<file path="src/rtl/aliquot_sum_classifier_defines.svh">
// assertion macros shared by the aliquot sum classifier rtl
// no dependencies; define ASSERT_OFF to drop every check
`ifndef ALIQUOT_SUM_CLASSIFIER_DEFINES_SVH
`define ALIQUOT_SUM_CLASSIFIER_DEFINES_SVH

`ifndef ASSERT_OFF

// check sampled on the clock, muted while reset is held
`define ASC_ASSERT(name, clk, rst_n, prop, msg) \
    name: assert property (@(posedge clk) disable iff (!rst_n) (prop)) else $error(msg);

// check sampled on the clock with no reset qualifier
`define ASC_ASSERT_NR(name, clk, prop, msg) \
    name: assert property (@(posedge clk) (prop)) else $error(msg);

`else

`define ASC_ASSERT(name, clk, rst_n, prop, msg)
`define ASC_ASSERT_NR(name, clk, prop, msg)

`endif

`endif

</file>
<file path="src/rtl/asc_pkg.sv">
// constants, codes and controller/datapath link types for the aliquot sum classifier
// no dependencies
`default_nettype none

package asc_pkg;

    localparam int VALUE_WIDTH   = 16;
    localparam int SUM_WIDTH     = 18;
    localparam int CLASS_WIDTH   = 2;
    localparam int ACC_WIDTH     = (VALUE_WIDTH + 4 > SUM_WIDTH) ? VALUE_WIDTH + 4 : SUM_WIDTH + 1;
    localparam int STEP_WIDTH    = (VALUE_WIDTH > 1) ? $clog2(VALUE_WIDTH) : 1;
    localparam int S_TDATA_WIDTH = ((VALUE_WIDTH + 7) / 8) * 8;
    localparam int M_TDATA_WIDTH = ((SUM_WIDTH + CLASS_WIDTH + 7) / 8) * 8;

    localparam logic [ACC_WIDTH-1:0] SUM_MAX = ACC_WIDTH'((64'd1 << SUM_WIDTH) - 64'd1);

    typedef enum logic [CLASS_WIDTH-1:0] {
        CLASS_DEFICIENT = 2'd0,
        CLASS_PERFECT   = 2'd1,
        CLASS_ABUNDANT  = 2'd2
    } class_t;

    typedef enum logic [2:0] {
        ST_IDLE,
        ST_CHECK,
        ST_DIV,
        ST_ACC,
        ST_FINISH
    } state_t;

    // commands from controller to datapath
    typedef struct packed {
        logic load;
        logic start_div;
        logic div_step;
        logic accum;
        logic emit;
    } cmd_t;

    // status from datapath to controller
    typedef struct packed {
        logic cand_done;
        logic last_step;
    } stat_t;

endpackage

`default_nettype wire

</file>
<file path="src/rtl/asc_ctrl.sv">
// sequencing state machine and result valid flag for the aliquot sum classifier
// depends on asc_pkg and aliquot_sum_classifier_defines.svh
`default_nettype none
`include "aliquot_sum_classifier_defines.svh"

module asc_ctrl (
    input  wire logic          aclk,
    input  wire logic          aresetn,
    input  wire logic          s_tvalid,
    output logic               s_tready,
    output logic               m_tvalid,
    input  wire logic          m_tready,
    input  asc_pkg::stat_t     stat_i,
    output asc_pkg::cmd_t      cmd_o
);
    import asc_pkg::*;

    state_t state_reg, state_next;
    logic   out_valid_reg, out_valid_next;
    logic   slot_free;

    assign slot_free = !out_valid_reg || m_tready;

    always_ff @(posedge aclk) begin
        if (!aresetn) begin
            state_reg     <= ST_IDLE;
            out_valid_reg <= 1'b0;
        end else begin
            state_reg     <= state_next;
            out_valid_reg <= out_valid_next;
        end
    end

    // next state
    always_comb begin
        state_next = state_reg;
        case (state_reg)
            ST_IDLE: begin
                if (s_tvalid) state_next = ST_CHECK;
            end
            ST_CHECK: begin
                state_next = stat_i.cand_done ? ST_FINISH : ST_DIV;
            end
            ST_DIV: begin
                if (stat_i.last_step) state_next = ST_ACC;
            end
            ST_ACC: begin
                state_next = ST_CHECK;
            end
            ST_FINISH: begin
                if (slot_free) state_next = ST_IDLE;
            end
            default: begin
                state_next = ST_IDLE;
            end
        endcase
    end

    // outputs
    always_comb begin
        cmd_o    = '0;
        s_tready = 1'b0;
        case (state_reg)
            ST_IDLE: begin
                s_tready   = 1'b1;
                cmd_o.load = s_tvalid;
            end
            ST_CHECK: begin
                cmd_o.start_div = !stat_i.cand_done;
            end
            ST_DIV: begin
                cmd_o.div_step = 1'b1;
            end
            ST_ACC: begin
                cmd_o.accum = 1'b1;
            end
            ST_FINISH: begin
                cmd_o.emit = slot_free;
            end
            default: begin
                cmd_o = '0;
            end
        endcase
    end

    always_comb begin
        if (cmd_o.emit) begin
            out_valid_next = 1'b1;
        end else if (m_tready) begin
            out_valid_next = 1'b0;
        end else begin
            out_valid_next = out_valid_reg;
        end
    end

    assign m_tvalid = out_valid_reg;

    `ASC_ASSERT(a_emit_slot_free, aclk, aresetn, cmd_o.emit |-> (!out_valid_reg || m_tready), "result overwritten before transaction")
    `ASC_ASSERT(a_valid_from_finish, aclk, aresetn, $rose(out_valid_reg) |-> $past(state_reg == ST_FINISH), "result raised outside finish")
    `ASC_ASSERT(a_acc_after_div, aclk, aresetn, (state_reg == ST_ACC) |-> $past(state_reg == ST_DIV), "accumulate without division")

endmodule

`default_nettype wire

</file>
<file path="src/rtl/asc_datapath.sv">
// trial divisor, bit-serial remainder unit, divisor sum and result register
// depends on asc_pkg and aliquot_sum_classifier_defines.svh
`default_nettype none
`include "aliquot_sum_classifier_defines.svh"

module asc_datapath (
    input  wire logic                             aclk,
    input  asc_pkg::cmd_t                         cmd_i,
    output asc_pkg::stat_t                        stat_o,
    input  wire logic [asc_pkg::VALUE_WIDTH-1:0]  number_i,
    input  wire logic                             final_i,
    output logic [asc_pkg::SUM_WIDTH-1:0]         divisor_sum_o,
    output asc_pkg::class_t                       number_class_o,
    output logic                                  final_result_o
);
    import asc_pkg::*;

    logic [VALUE_WIDTH-1:0] n_reg, n_next;
    logic                   last_reg, last_next;
    logic [VALUE_WIDTH-1:0] d_reg, d_next;
    logic [VALUE_WIDTH:0]   rem_reg, rem_next;
    logic [VALUE_WIDTH-1:0] dvd_reg, dvd_next;
    logic [STEP_WIDTH-1:0]  step_reg, step_next;
    logic [ACC_WIDTH-1:0]   acc_reg, acc_next;
    logic [SUM_WIDTH-1:0]   out_sum_reg, out_sum_next;
    class_t                 out_class_reg, out_class_next;
    logic                   out_last_reg, out_last_next;

    logic [VALUE_WIDTH:0]   trial;
    logic [VALUE_WIDTH:0]   d_ext;
    logic [ACC_WIDTH-1:0]   n_ext;

    assign d_ext = {1'b0, d_reg};
    assign n_ext = ACC_WIDTH'(n_reg);
    assign trial = {rem_reg[VALUE_WIDTH-1:0], dvd_reg[VALUE_WIDTH-1]};

    always_ff @(posedge aclk) begin
        n_reg         <= n_next;
        last_reg      <= last_next;
        d_reg         <= d_next;
        rem_reg       <= rem_next;
        dvd_reg       <= dvd_next;
        step_reg      <= step_next;
        acc_reg       <= acc_next;
        out_sum_reg   <= out_sum_next;
        out_class_reg <= out_class_next;
        out_last_reg  <= out_last_next;
    end

    always_comb begin
        n_next         = n_reg;
        last_next      = last_reg;
        d_next         = d_reg;
        rem_next       = rem_reg;
        dvd_next       = dvd_reg;
        step_next      = step_reg;
        acc_next       = acc_reg;
        out_sum_next   = out_sum_reg;
        out_class_next = out_class_reg;
        out_last_next  = out_last_reg;

        if (cmd_i.load) begin
            n_next    = number_i;
            last_next = final_i;
            d_next    = VALUE_WIDTH'(1);
            acc_next  = '0;
        end

        if (cmd_i.start_div) begin
            rem_next  = '0;
            dvd_next  = n_reg;
            step_next = '0;
        end

        // one restoring step per cycle, msb first
        if (cmd_i.div_step) begin
            rem_next  = (trial >= d_ext) ? trial - d_ext : trial;
            dvd_next  = {dvd_reg[VALUE_WIDTH-2:0], 1'b0};
            step_next = step_reg + STEP_WIDTH'(1);
        end

        if (cmd_i.accum) begin
            if (rem_reg == '0) acc_next = acc_reg + ACC_WIDTH'(d_reg);
            d_next = d_reg + VALUE_WIDTH'(1);
        end

        if (cmd_i.emit) begin
            out_sum_next  = (acc_reg > SUM_MAX) ? SUM_MAX[SUM_WIDTH-1:0] : acc_reg[SUM_WIDTH-1:0];
            out_last_next = last_reg;
            if (acc_reg < n_ext) begin
                out_class_next = CLASS_DEFICIENT;
            end else if (acc_reg == n_ext) begin
                out_class_next = CLASS_PERFECT;
            end else begin
                out_class_next = CLASS_ABUNDANT;
            end
        end
    end

    assign stat_o.cand_done = (d_reg >= n_reg);
    assign stat_o.last_step = (step_reg == STEP_WIDTH'(VALUE_WIDTH - 1));

    assign divisor_sum_o  = out_sum_reg;
    assign number_class_o = out_class_reg;
    assign final_result_o = out_last_reg;

    `ASC_ASSERT_NR(a_rem_below_divisor, aclk, cmd_i.accum |-> (rem_reg < d_ext), "remainder not reduced")
    `ASC_ASSERT_NR(a_sum_grows, aclk, cmd_i.accum |=> (acc_reg >= $past(acc_reg)), "divisor sum wrapped")
    `ASC_ASSERT_NR(a_divisor_nonzero, aclk, (cmd_i.start_div || cmd_i.div_step) |-> (d_reg != '0), "zero trial divisor")

endmodule

`default_nettype wire

</file>
<file path="src/rtl/aliquot_sum_classifier.sv">
// top level of the aliquot sum classifier: controller plus datapath
// depends on asc_pkg, asc_ctrl and asc_datapath
//
// channel  dir  handshake           payload
// s_       in   s_tvalid/s_tready   s_tdata: number; s_tlast: final_number
// m_       out  m_tvalid/m_tready   m_tdata: divisor_sum, number_class; m_tlast: final_result
//
// one item at a time; every candidate divisor from 1 to n-1 runs through a
// one-bit-per-cycle remainder unit, one candidate at a time: check, 16 steps, add
// the next item is taken while a finished result waits in the output register
// aresetn is synchronous; it clears the state machine and the output valid flag
`default_nettype none

module aliquot_sum_classifier (
    input  wire logic                               aclk,
    input  wire logic                               aresetn,
    input  wire logic                               s_tvalid,
    output logic                                    s_tready,
    input  wire logic [asc_pkg::S_TDATA_WIDTH-1:0]  s_tdata,  // number, then zero fill
    input  wire logic                               s_tlast,  // final_number
    output logic                                    m_tvalid,
    input  wire logic                               m_tready,
    output logic [asc_pkg::M_TDATA_WIDTH-1:0]       m_tdata,  // divisor_sum, number_class, zero fill
    output logic                                    m_tlast   // final_result
);
    import asc_pkg::*;

    cmd_t                 cmd;
    stat_t                stat;
    logic [SUM_WIDTH-1:0] divisor_sum;
    class_t               number_class;

    asc_ctrl u_ctrl (
        .aclk     (aclk),
        .aresetn  (aresetn),
        .s_tvalid (s_tvalid),
        .s_tready (s_tready),
        .m_tvalid (m_tvalid),
        .m_tready (m_tready),
        .stat_i   (stat),
        .cmd_o    (cmd)
    );

    asc_datapath u_datapath (
        .aclk           (aclk),
        .cmd_i          (cmd),
        .stat_o         (stat),
        .number_i       (s_tdata[VALUE_WIDTH-1:0]),
        .final_i        (s_tlast),
        .divisor_sum_o  (divisor_sum),
        .number_class_o (number_class),
        .final_result_o (m_tlast)
    );

    assign m_tdata = M_TDATA_WIDTH'({number_class, divisor_sum});

endmodule

`default_nettype wire

</file>
<file path="config.mk">
export PLATFORM = sky130hd
export DESIGN_NAME = aliquot_sum_classifier
export DESIGN_NICKNAME = d
export VERILOG_FILES = /design/src/rtl/asc_pkg.sv /design/src/rtl/asc_ctrl.sv /design/src/rtl/asc_datapath.sv /design/src/rtl/aliquot_sum_classifier.sv
export VERILOG_INCLUDE_DIRS = /design/src /design/src/rtl
export SDC_FILE = /design/constraint.sdc
export NUM_CORES = 1
export LEC_CHECK = 0
export BUFFER_PORTS_ARGS = -buffer_cell sky130_fd_sc_hd__buf_2
export CORE_MARGIN = 10
export CORE_UTILIZATION = 50
export CTS_CLUSTER_SIZE = 16
export DETAILED_ROUTE_END_ITERATION = 10
export HOLD_SLACK_MARGIN = 0.05
export PLACE_DENSITY_LB_ADDON = 0.3
export SYNTH_ARGS = -nofsm -noshare
export SYNTH_HDL_FRONTEND = slang
export SYNTH_SLANG_ARGS = --single-unit
</file>
<file path="constraint.sdc">
create_clock -name aclk -period 3.06 [get_ports aclk]
set_clock_uncertainty 0.05 [all_clocks]
set_input_delay 0.612 -clock aclk [delete_from_list [all_inputs] [get_ports aclk]]
set_output_delay 0.612 -clock aclk [all_outputs]
set_load 0.01 [all_outputs]
</file>
==> impl_metrics.csv <==
group,metric,value,unit
layout,final_cell_mix,"90 x edfxtp_1, 66 x ha_1, 50 x inv_1",
place,dpl.hpwl,13.64,mm
routing,drt_iter0_drc,391,
routing,firstDrtPassIters,8,
layout,finalNetCount,845,
sta,rsz0062_at_grt,"false",
setup_path,cp_cell_sequence,"inv_1, ha_1, nand4_1, nor4_1, a211oi_2, a31oi_1, buf_4, o21ai_0, o22ai_1",
setup_path,cp-start-kind,"register",
global_route,grt_max_degree,31,
worst_hold_path,hp-start,"s_tdata[15]",
cts,cts_buffers,17,
synth,synth.area.mux_share,0.007053,
routing,vias,5774,
floorplanning,rows,43,
cts,hold_buffers,0,
sta,slew_viol_final,0,
place,io_buffers,43,
sta,slew_headroom,0.5009,
worst_hold_path,min_path_cells,1,
routing,drt_wl_total,18.26,mm
layout,final_common_cell,"edfxtp_1",
sta,setup_viol,0,
synth,yosysSeqAreaShare,0.4514,
floorplanning,die_area,19360,sq um
power,power_density,614.0,nW/um^2
floorplanning,initial_core_util,0.5112,
synth,synth_cell_type_count,59,
synth,synth-seq-cells,115,
setup_path,max_stage_delay,0.50,ns
setup_path,crit_fanout,11,
sta,worst-slew-pin-transition,0.7419,ns
setup_path,r2r-end,"u_datapath.rem_reg[12]",
layout,syn_to_final_growth,14.92,%
setup_path,cpMaxStageDelayCell,"edfxtp_1",
global_route,first_global_vias,5710,
floorplanning,core_area,13880,sq um
synth,ys_warn_count,0,
sta,finalHoldViolCount,0,
global_route,gr-total-overflow,0,
layout,largest_register_ff_count,20,
routing,wl_per_cell,19.24,um
synth,synth_top_area_cell,"edfxtp_1",
synth,synthAdderAreaFrac,0.1220,
synth,async_reset_ff_frac,0,
synth,synth_edf_count,90,
synth,synth_area_per_cell,10.06,sq um
routing,vias_per_cell,6.084,
global_route,track_usage,0.1881,
global_route,grt_pass1_wl,29.41,mm
synth,yosys.area_share.simple,0.1598,
layout,layout-drive-gt1-share,0.1287,
sta,final.min_clock_period,2.810,ns
synth,synth-xor-area-share,0.03826,
routing,drc,0,
cts,cts-root-buf,"clkbuf_16",
sta,fmax,0.3558,GHz
worst_hold_path,hold_class,"input pin to register",
cts,cts_tree,"built",
setup_path,rrSetupSlack,0.25,ns
synth,synthTopCellsByArea,"edfxtp_1 38%, ha_1 12%, dfxtp_1 7.1%, o21ai_0 3.1%, a21oi_1 2.9%",
setup_path,crit_arrival,3.02,ns
floorplanning,boundaryPins,48,
routing,ant_nets,0,
floorplanning,fp.dieW,139.1,um
cts,clock_sinks,115,
setup_path,required,3.27,ns
status,outcome,"complete, no violations",
layout,diodes,0,
place,gp_congestion,0.9718,
cts,clk_path_buf_depth,2,
synth,synth_top_flop_cell,"edfxtp_1",
power,ir_drop,0.4443,mV
floorplanning,fp.dieH,139.1,um
global_route,antenna_found_initial,0,
setup_path,timing.rr.start,"u_datapath.d_reg[10]",
sta,period_share,0.9184,
setup_path,path_class,"register to register",
setup_path,reg2reg_depth,9,
synth,syn_inst,705,
power,leakagePower,3.285,nW
layout,fill_cells,1165,
sta,whs,0.3117,ns
synth,syn_area,7096,sq um
synth,synth_top_area_share,0.3809,
cts,cts_setup_buffers,0,
run,maxCapViolCount,0,
synth,synth-compound-area-share,0.1746,
sta,fin_setup_tns,0,ns
cts,clk_latency,0.43,ns
setup_path,cp-end-kind,"register",
synth,synth_top_family_by_area,"compound AO/OA/AOI/OAI gates",
cts,path_clk_slew,0.06,ns
cts,h-tree-depth,4,
worst_hold_path,holdPathEnd,"u_datapath.n_reg[15]",
==> final cells by class <==
type | instances | area, sq um | area share
multi-input cells | 513 | 3585 | 0.4396
repair buffers | 59 | 347.8 | 0.04266
clock inverters | 15 | 180.2 | 0.02210
inverters | 50 | 187.7 | 0.02302
flip-flops and latches | 115 | 3203 | 0.3928
clock buffers | 17 | 425.4 | 0.05217
well taps | 180 | 225.2 | 0.02762
==> layer usage <==
layer | share of wire | vias up | global-route usage
met3 | 0.053 | 50 | 0.04897
met5 | 0 | - | 0
met1 | 0.41 | 2756 | 0.2157
met2 | 0.50 | 219 | 0.3228
li1 | - | 2749 | -
met4 | 0.033 | 0 | 0.08237
==> how the worst max path moves through the flow <==
stage	end	start	slack [ns]
2_1_floorplan	u_datapath.dvd_reg[10]	u_datapath.d_reg[13]	0.10
3_3_place_gp	u_datapath.rem_reg[14]	u_datapath.d_reg[6]	0.23
3_5_place_dp	u_datapath.rem_reg[12]	u_datapath.d_reg[7]	0.14
4_1_cts	u_datapath.rem_reg[12]	u_datapath.d_reg[7]	0.12
5_1_grt	u_datapath.rem_reg[13]	u_datapath.d_reg[6]	0.02
6_report	u_datapath.rem_reg[12]	u_datapath.d_reg[10]	0.25
==> worst max-delay path, delay by kind of cell (launching register included) <==
family | cells | cell delay [ns]
AO/OA/AOI/OAI | 4 | 0.74
AND/OR/NAND/NOR | 2 | 0.55
adder cells (fa/ha/maj) | 1 | 0.44
buffers and inverters | 2 | 0.35
flip-flops | 1 | 0.50
==> where the power goes <==
group          switching (mW)  internal [mW]
sequential              0.117           1.87
combinational           0.591          0.392
clock                   0.759           1.28
total                    1.47           3.54
==> cells in the mapped netlist, drive strengths merged (12+ instances only) <==
library cell,count
a211oi,13
nand3,39
xnor2,21
nor2,37
nor3,19
dfxtp,25
nand4,12
a22o,17
a21oi,41
clkbuf,20
nand2,38
ha,66
inv,50
o21ai,44
o21a,12
or3,25
edfxtp,90
==> stage by stage <==
stage	power (mW)	utilization	cells	instance area [sq um]	worst slack, ns
global route	5.223	0.5874	949	8154	0.01804
global placement	2.940	0.5434	917	7543	0.2299
CTS	4.993	0.5871	949	8149	0.1195
finish	5.007	0.5874	949	8154	0.2496
floorplan	2.679	-	708	7107	0.1037
detailed placement	2.972	0.5434	917	7543	0.1394
==> logic make-up (layout without fill, tap and decap cells) <==
family | Yosys count | in the layout
AND/OR/NAND/NOR | 216 | 216
AO/OA/AOI/OAI | 189 | 189
flip-flops | 115 | 115
buffers and inverters | 80 | 141
adder cells (fa/ha/maj) | 68 | 68
XOR/XNOR | 31 | 31
multiplexers | 5 | 5
other | 1 | 4
==> what timing repair did <==
action / 4_1_cts / 5_1_grt
endpoints found under the hold margin: 0 / 0
endpoints found under the setup margin: 0 / 9
resized for setup: 0 / 2
(Power assumes the default switching activity.)
